### src/rtl/m3inv_pkg.sv
package m3inv_pkg;

  localparam int IDX_W = 4;
  localparam int MAT_N = 9;

  typedef logic [IDX_W-1:0] idx_t;

  localparam idx_t LAST_IDX = 4'd8;
  localparam idx_t DET_LAST = 4'd2;

  // element pairs per adjugate entry: e[a]*e[b] - e[c]*e[d]
  localparam idx_t ADJ_POS [MAT_N][4] = '{
    '{4'd4, 4'd8, 4'd5, 4'd7}, '{4'd2, 4'd7, 4'd1, 4'd8}, '{4'd1, 4'd5, 4'd2, 4'd4},
    '{4'd5, 4'd6, 4'd3, 4'd8}, '{4'd0, 4'd8, 4'd2, 4'd6}, '{4'd2, 4'd3, 4'd0, 4'd5},
    '{4'd3, 4'd7, 4'd4, 4'd6}, '{4'd1, 4'd6, 4'd0, 4'd7}, '{4'd0, 4'd4, 4'd1, 4'd3}
  };

  typedef enum logic [3:0] {
    ST_IDLE,
    ST_COF_RD,
    ST_COF_MUL,
    ST_COF_ACC,
    ST_DET_RD,
    ST_DET_MUL,
    ST_DET_ACC,
    ST_DET_CHK,
    ST_RES_RD,
    ST_DIV_LOAD,
    ST_DIV_STEP,
    ST_OUT_LOAD,
    ST_OUT_WAIT
  } state_t;

  typedef enum logic [1:0] {
    MB_ELEM,
    MB_LO,
    MB_HI
  } mul_b_t;

  typedef enum logic [2:0] {
    ACC_HOLD,
    ACC_LOAD,
    ACC_SUB,
    ACC_ADD,
    ACC_ADD_HI
  } acc_op_t;

  typedef struct packed {
    logic    wr_elem;
    idx_t    rd_a;
    idx_t    rd_b;
    idx_t    rd_adj;
    mul_b_t  mul_b;
    acc_op_t acc_op;
    logic    wr_adj;
    idx_t    wr_adj_addr;
    logic    div_load;
    logic    div_step;
    logic    out_load;
    logic    sing;
    idx_t    res_index;
  } dp_cmd_t;

  typedef struct packed {
    logic det_zero;
  } dp_stat_t;

endpackage

### src/rtl/m3inv_ctrl.sv
module m3inv_ctrl
  import m3inv_pkg::*;
#(
  parameter int WORD_BITS = 32
) (
  input  logic     clk,
  input  logic     rst_n,
  input  logic     in_tvalid,
  input  idx_t     in_index,
  output logic     in_tready,
  input  logic     out_tready,
  output logic     out_tvalid,
  input  dp_stat_t stat,
  output dp_cmd_t  cmd
);

  localparam int BIT_W = $clog2(WORD_BITS);

  state_t           state_r, state_nxt;
  idx_t             k_r, k_nxt;
  logic             p_r, p_nxt;
  logic [BIT_W-1:0] bit_r, bit_nxt;
  logic             sing_r, sing_nxt;
  logic             in_fire;
  logic             out_fire;

  assign in_fire  = in_tvalid & in_tready;
  assign out_fire = out_tvalid & out_tready;

  always_ff @(posedge clk) begin
    if (!rst_n) begin
      state_r <= ST_IDLE;
      k_r     <= '0;
      p_r     <= 1'b0;
      bit_r   <= '0;
      sing_r  <= 1'b0;
    end else begin
      state_r <= state_nxt;
      k_r     <= k_nxt;
      p_r     <= p_nxt;
      bit_r   <= bit_nxt;
      sing_r  <= sing_nxt;
    end
  end

  always_comb begin
    state_nxt       = state_r;
    k_nxt           = k_r;
    p_nxt           = p_r;
    bit_nxt         = bit_r;
    sing_nxt        = sing_r;
    in_tready       = 1'b0;
    out_tvalid      = 1'b0;
    cmd             = '0;
    cmd.rd_a        = k_r;
    cmd.rd_b        = k_r;
    cmd.rd_adj      = k_r;
    cmd.mul_b       = MB_ELEM;
    cmd.acc_op      = ACC_HOLD;
    cmd.wr_adj_addr = k_r;
    cmd.sing        = sing_r;
    cmd.res_index   = k_r;
    case (state_r)
      ST_IDLE: begin
        in_tready = 1'b1;
        if (in_fire && (in_index <= LAST_IDX)) begin
          cmd.wr_elem = 1'b1;
          if (in_index == LAST_IDX) begin
            state_nxt = ST_COF_RD;
            k_nxt     = '0;
            p_nxt     = 1'b0;
          end
        end
      end
      ST_COF_RD: begin
        cmd.rd_a  = ADJ_POS[k_r][{p_r, 1'b0}];
        cmd.rd_b  = ADJ_POS[k_r][{p_r, 1'b1}];
        state_nxt = ST_COF_MUL;
      end
      ST_COF_MUL: begin
        cmd.mul_b = MB_ELEM;
        state_nxt = ST_COF_ACC;
      end
      ST_COF_ACC: begin
        if (!p_r) begin
          cmd.acc_op = ACC_LOAD;
          p_nxt      = 1'b1;
          state_nxt  = ST_COF_RD;
        end else begin
          cmd.acc_op = ACC_SUB;
          cmd.wr_adj = 1'b1;
          p_nxt      = 1'b0;
          if (k_r == LAST_IDX) begin
            k_nxt     = '0;
            state_nxt = ST_DET_RD;
          end else begin
            k_nxt     = k_r + 1'b1;
            state_nxt = ST_COF_RD;
          end
        end
      end
      ST_DET_RD: begin
        cmd.rd_a   = k_r;
        cmd.rd_adj = k_r + (k_r << 1);
        state_nxt  = ST_DET_MUL;
      end
      ST_DET_MUL: begin
        cmd.mul_b = p_r ? MB_HI : MB_LO;
        state_nxt = ST_DET_ACC;
      end
      ST_DET_ACC: begin
        if (p_r) begin
          cmd.acc_op = ACC_ADD_HI;
          p_nxt      = 1'b0;
          if (k_r == DET_LAST) begin
            k_nxt     = '0;
            state_nxt = ST_DET_CHK;
          end else begin
            k_nxt     = k_r + 1'b1;
            state_nxt = ST_DET_RD;
          end
        end else begin
          cmd.acc_op = (k_r == '0) ? ACC_LOAD : ACC_ADD;
          p_nxt      = 1'b1;
          state_nxt  = ST_DET_RD;
        end
      end
      ST_DET_CHK: begin
        sing_nxt  = stat.det_zero;
        state_nxt = ST_RES_RD;
      end
      ST_RES_RD: begin
        state_nxt = sing_r ? ST_OUT_LOAD : ST_DIV_LOAD;
      end
      ST_DIV_LOAD: begin
        cmd.div_load = 1'b1;
        bit_nxt      = '0;
        state_nxt    = ST_DIV_STEP;
      end
      ST_DIV_STEP: begin
        cmd.div_step = 1'b1;
        if (bit_r == BIT_W'(WORD_BITS - 1)) begin
          state_nxt = ST_OUT_LOAD;
        end else begin
          bit_nxt = bit_r + 1'b1;
        end
      end
      ST_OUT_LOAD: begin
        cmd.out_load = 1'b1;
        state_nxt    = ST_OUT_WAIT;
      end
      ST_OUT_WAIT: begin
        out_tvalid = 1'b1;
        if (out_tready) begin
          if (k_r == LAST_IDX) begin
            k_nxt     = '0;
            state_nxt = ST_IDLE;
          end else begin
            k_nxt     = k_r + 1'b1;
            state_nxt = ST_RES_RD;
          end
        end
      end
      default: begin
        state_nxt = ST_IDLE;
      end
    endcase
  end

`ifndef SYNTHESIS
  a_no_overlap: assert property (@(posedge clk) disable iff (!rst_n)
    !(in_tready && out_tvalid))
    else $error("input and result channels open together");

  a_start: assert property (@(posedge clk) disable iff (!rst_n)
    (in_fire && (in_index == LAST_IDX)) |=> (state_r == ST_COF_RD))
    else $error("last element did not start inversion");

  a_done: assert property (@(posedge clk) disable iff (!rst_n)
    (out_fire && (k_r == LAST_IDX)) |=> (state_r == ST_IDLE))
    else $error("no return to idle after last result");

  a_bit_range: assert property (@(posedge clk) disable iff (!rst_n)
    (state_r == ST_DIV_STEP) |-> (bit_r <= BIT_W'(WORD_BITS - 1)))
    else $error("divider bit counter out of range");

  a_k_range: assert property (@(posedge clk) disable iff (!rst_n)
    k_r <= LAST_IDX)
    else $error("element counter out of range");
`endif

endmodule

### config.mk
export PLATFORM = sky130hd
export DESIGN_NAME = m3inv_ctrl
export DESIGN_NICKNAME = d
export VERILOG_FILES = /design/src/rtl/m3inv_pkg.sv /design/src/rtl/m3inv_ctrl.sv
export SDC_FILE = /design/constraint.sdc
export NUM_CORES = 1
export LEC_CHECK = 0
export BUFFER_PORTS_ARGS = -buffer_cell sky130_fd_sc_hd__buf_2
export CAP_MARGIN = 20
export CORE_MARGIN = 1.5
export CORE_UTILIZATION = 55
export CTS_CLUSTER_SIZE = 14
export DETAILED_ROUTE_END_ITERATION = 6
export PLACE_DENSITY_LB_ADDON = 0.05
export SYNTH_ARGS = -nofsm -noshare
export SYNTH_HDL_FRONTEND = slang
export SYNTH_SLANG_ARGS = --single-unit
### constraint.sdc
create_clock -name clk -period 3.8 [get_ports clk]
set_input_delay 0.19 -clock clk [delete_from_list [all_inputs] [get_ports clk]]
set_output_delay 0.19 -clock clk [all_outputs]
set_load 0.02 [all_outputs]
==> Word-level counts from Yosys, hierarchy flattened <==
Memory sizes are Yosys's and may differ from the RTL's.
Index checks and enable logic that the tools add are counted.
Widths: inputs -> output; s select.
{ "op_classes": {"bitwise_logic": 4, "n_lt_le_gt_ge": 4, "n_eq_ne": 23, "shift": 0, "n_div": 0, "n_reduce_logical": 11, "n_mux": 51, "multipliers": 0, "n_addsub": 3} }
{ "ops": {"columns": ["cell", "count"], "rows": [
  ["$mux 4", 20],
  ["$pmux 4 s13", 1],
  ["$mux 16", 2],
  ["$eq 4x4->1 const B", 7],
  ["$bmux 4 s2", 2],
  ["$eq 4x3->1 const B", 4],
  ["$pmux 4 s4", 1],
  ["$ne 2x2->1 const B", 7],
  ["$eq 4x2->1 const B", 3],
  ["$mux 1", 12],
  ["$mux 2", 6],
  ["$pmux 5 s2", 1],
  ["$mux 3", 3],
  ["$logic_not 4->1", 2],
  ["$ge 3x3->1 const B", 2],
  ["$not 2->3", 2],
  ["$pmux 3 s2", 1],
  ["$reduce_and 6->1", 1],
  ["$add 5x1->5 const B", 1],
  ["$eq 5x5->1 const B", 1],
  ["$ge 5x5->1 const B", 1],
  ["$mux 5", 1],
  ["$not 4->5", 1],
  ["$add 4x1->4 const B", 1],
  ["other kinds (12)", 13]
]} }
{ "word_totals": {"word_cells": 102, "romBits": 256, "mem_count": 1, "ram_bits": 0, "in_bits": 9, "latchBits": 0, "out_inout_bits": 33, "reg_bits": 15} }
{ "memory_table": {"columns": ["name", "words", "word_bits", "rd", "rd_ports_with_merged_regs", "write_ports", "line_no", "rtl"], "rows": [
  ["(no name shown)", 16, 16, 1, 0, 0, "m3inv_ctrl.sv:77", "cmd.rd_b = ADJ_POS[k_r][{p_r, 1'b1}];"]
]} }

==> Longest topological paths before layout <==
{ "depth": {"ltp_word": 8, "mapped_depth": 8, "mapped_depth_nobuf": 8} }

==> Worst setup path after synthesis <==
OpenSTA, ideal clock, no wires.
{ "synth_timing": {"kind": "register -> output", "from": "register k_r[0]", "to": "output cmd[28] in the netlist's numbering", "slack_ns": 1.515, "arrival_time_ns": 2.095, "required_ns": 3.610, "stages_incl_launch_ff": 9, "path_cell_list": "dfxtp_1 clkbuf_1 inv_1 ha_1 nor2_1 a21oi_1 nor2_1 a31oi_1 o31ai_1"} }
{ "synth_lines": {"columns": ["item", "line_no", "rtl"], "rows": [
  ["start, declared", "m3inv_ctrl.sv:20", "idx_t k_r, k_nxt;"],
  ["start signal, assigned", "m3inv_ctrl.sv:39", "k_r <= k_nxt;"],
  ["end, declared", "m3inv_ctrl.sv:14", "output dp_cmd_t cmd"]
]} }

==> run metrics <==
Routability Congestion=0.846; portion of netlist area occupied by mux cells=under 10%; Compound-Gate Fraction of Synth Area=26.0%; number of gates resized after CTS=0; number of buffers on the longest clock path=2; hold buffer count at CTS=0; total global routing track utilization=25.7%; vias per cell=~5.8; Vert. Die Dim=54.8 um; post-synthesis net count=226; largest family of logic cells by synthesized area=simple AND/OR/NAND/NOR gates; RSZ-0062 raised after global routing=false; final routed wire length divided by cell count=14.2 um; setup TNS=0 ps; number of sinks handled by clock tree synthesis=15; Power Dens Cells=222 mW/mm^2; synthesized flop and latch total=15; Seq/Total Area, Yosys=20.3%; cell taking the most area after synthesis=dfxtp_1; launching point of the worst reg2reg path=k_r[0]; simple-gate area share of the yosys netlist=28.3%; Slew @ Worst Pin=640 ps; leading cell type in the layout, fill and taps excluded=buf_2; GR Overflow Total=0; worst slew margin relative to its limit=between 50% and 60%; beginning of the worst hold path=stat; outcome=finished clean; first-pass detailed-route iteration total=4; Data arrival, critical path=2350 ps; residual DRC count=0; capturing point of the worst reg2reg path=k_r[1]; number of enable-type register cells in the synthesized netlist=0; routed via count=1,512; final standard cell utilization of the core=65.1%; category of the worst setup path launch point=register; number of design-rule violations left by the first detailed-router iteration=51; final standard cell count with taps included and fillers excluded=259; average footprint of a synthesized cell=7.20 um^2; number of nets at the end of the flow=251; number of maximum-capacitance constraint violations=0; count of antenna-violating nets left after detailed routing=0; fraction of layout instances using a drive strength above 1=21.4%; layout overhead on the synthesized area=10.3%; maximum achievable frequency=393 MHz; Setup crit end kind=primary output; commonest non-fill, non-tap cells in the layout=41 x buf_2, 23 x nand2_1, 18 x nor2_1; via count of the first global-routing pass=approximately 1.2k; Synth top area share=20.3%; type of the worst min-delay path=in2reg; die area=between 0.003 and 0.004 mm^2; worst-case hold slack=144 ps; placed wire-length estimate after detailed placement=2680 um; H-tree levels=1; Tcrit/Tclk final=66.9%; area share of fa/ha/maj cells after synthesis=10.7%; clock slew at the register clock pins of the worst setup and hold paths=100 ps; Floorplan Core Area=0.00250 mm^2; number of CTS-inserted buffers=3; cell chosen for the clock root=clkbuf_4; Filler cells=250; number of cell rows=18; number of warnings printed during yosys synthesis=0; path depth of the worst reg2reg path=6; required time of the critical path=3610 ps; width of the chip=54.8 um; Ant. Diodes=0; post-layout minimum cycle time=2540 ps; total setup violations reported at the end of the flow=0; global-route wire length before repair=approximately 5600 um; number of post-CTS setup repair buffers=0; number of distinct library cells after synthesis=53; Worst Path Max Fanout=14; Top FF cell, synth=dfxtp_1; Post-synth ARST share=0%; final routed wirelength across all metal layers=3690 um; starting density of the core=59.1%; largest cells by area after synthesis=dfxtp_1 20%, ha_1 9.3%, nand2_1 5.8%, a21oi_1 4.7%, nor2_1 4.6%; type of the setup path with the least slack=reg2out; IO Count=42; cells after synthesis=around 200; initial antenna violation count=0; worst reg2reg setup slack=1330 ps; VDD IR-drop max=around 230 uV; xor/xnor share of the synthesized area=1.19%; synthesized area=0.00148 mm^2; total count of hold-check failures in the final report=0; depth of the worst hold-timing path=3; end point of the most critical hold path=sing_r; Fin Clk Skew=9.06 ps; fin. max-slew vios=0; number of cells in the design after placement=255; leak pwr=between 0.7 and 0.8 nW; clock latency of the later-clocked register in the worst-skew pair=290 ps; Port-buffer cells=between 40 and 50; maximum number of pins on one net before global-route repair=20; CTS tree=done
[cells by family after synthesis]
logic type	Yosys count
AO/OA/AOI/OAI	58
XOR/XNOR	2
adder cells (fa/ha/maj)	12
buffers and inverters	31
flip-flops	15
multiplexers	3
AND/OR/NAND/NOR	84
[layout make-up]
class                           count  area (um^2)  share of cell area, %
Multi-Input combinational cell    159         1020                   62.6
Sequential cell                    15          300                   18.4
Timing Repair Buffer               41          205                   12.6
Inverter                           10         37.5                   2.31
Tap cell                           30         37.5                   2.31
Clock buffer                        3         22.5                   1.38
Clock inverter                      1         5.00                  0.307
[metal layers]
layer | wire length, um | GRT usage, % | vias up
met5 | 0 | 0 | -
met4 | 29 | 5.00 | 0
met3 | 238 | 4.10 | 5
met2 | 1630 | 38.5 | 70
met1 | 1800 | 38.2 | 669
li1 | - | - | 768
[stage by stage]
stage	setup WS, ps	area (um^2)	total power (W)
after CTS	1300	1630	0.000363
after detailed placement	1400	1600	0.000270
after floorplan	1520	1480	0.000246
after global routing	1140	1630	0.000384
after global placement	1560	1600	0.000269
final	1260	1630	0.000361
[critical path: stages, from the launching register on]
cell	delay (ps)
dfxtp_1	630
inv_1	230
ha_1	420
mux4_2	470
nand2_1	70
o21ai_0	60
buf_2	170
[synth_stat cells, types with 3 or more instances]
cell,n
a21oi_1,14
a31oi_1,4
and3_1,3
buf_4,8
clkbuf_1,10
dfxtp_1,15
ha_1,11
inv_1,10
nand2_1,23
nand2b_1,5
nand3_1,6
nor2_1,18
nor2b_1,8
nor3_1,8
o21a_1,5
o21ai_0,10
o22ai_1,3
[report_power, final]
group	total, W	leakage (nW)	switching, W	internal (W)
clock network	0.0000940	0.0177	0.0000548	0.0000392
logic	0.0000953	0.600	0.0000581	0.0000372
registers	0.000172	0.121	0.0000120	0.000160
total	0.000361	0.738	0.000125	0.000237
[worst max-delay path by stage]
stage | start | to | slack (ps) | depth (start not counted)
6_report | k_r[0] | cmd[27] | 1260 | 6
5_1_grt | k_r[0] | cmd[27] | 1140 | 6
4_1_cts | k_r[0] | cmd[27] | 1300 | 6
3_5_place_dp | k_r[0] | k_r[1] | 1400 | 6
3_3_place_gp | k_r[1] | k_r[1] | 1560 | 6
2_1_floorplan | k_r[0] | cmd[28] | 1520 | 8
[registers in the layout (all words and copies together), names as in the netlist]
register / cells
sing_r: 1
bit_r: 5
p_r: 1
state_r: 4
k_r: 4
(Power assumes the default switching activity.)
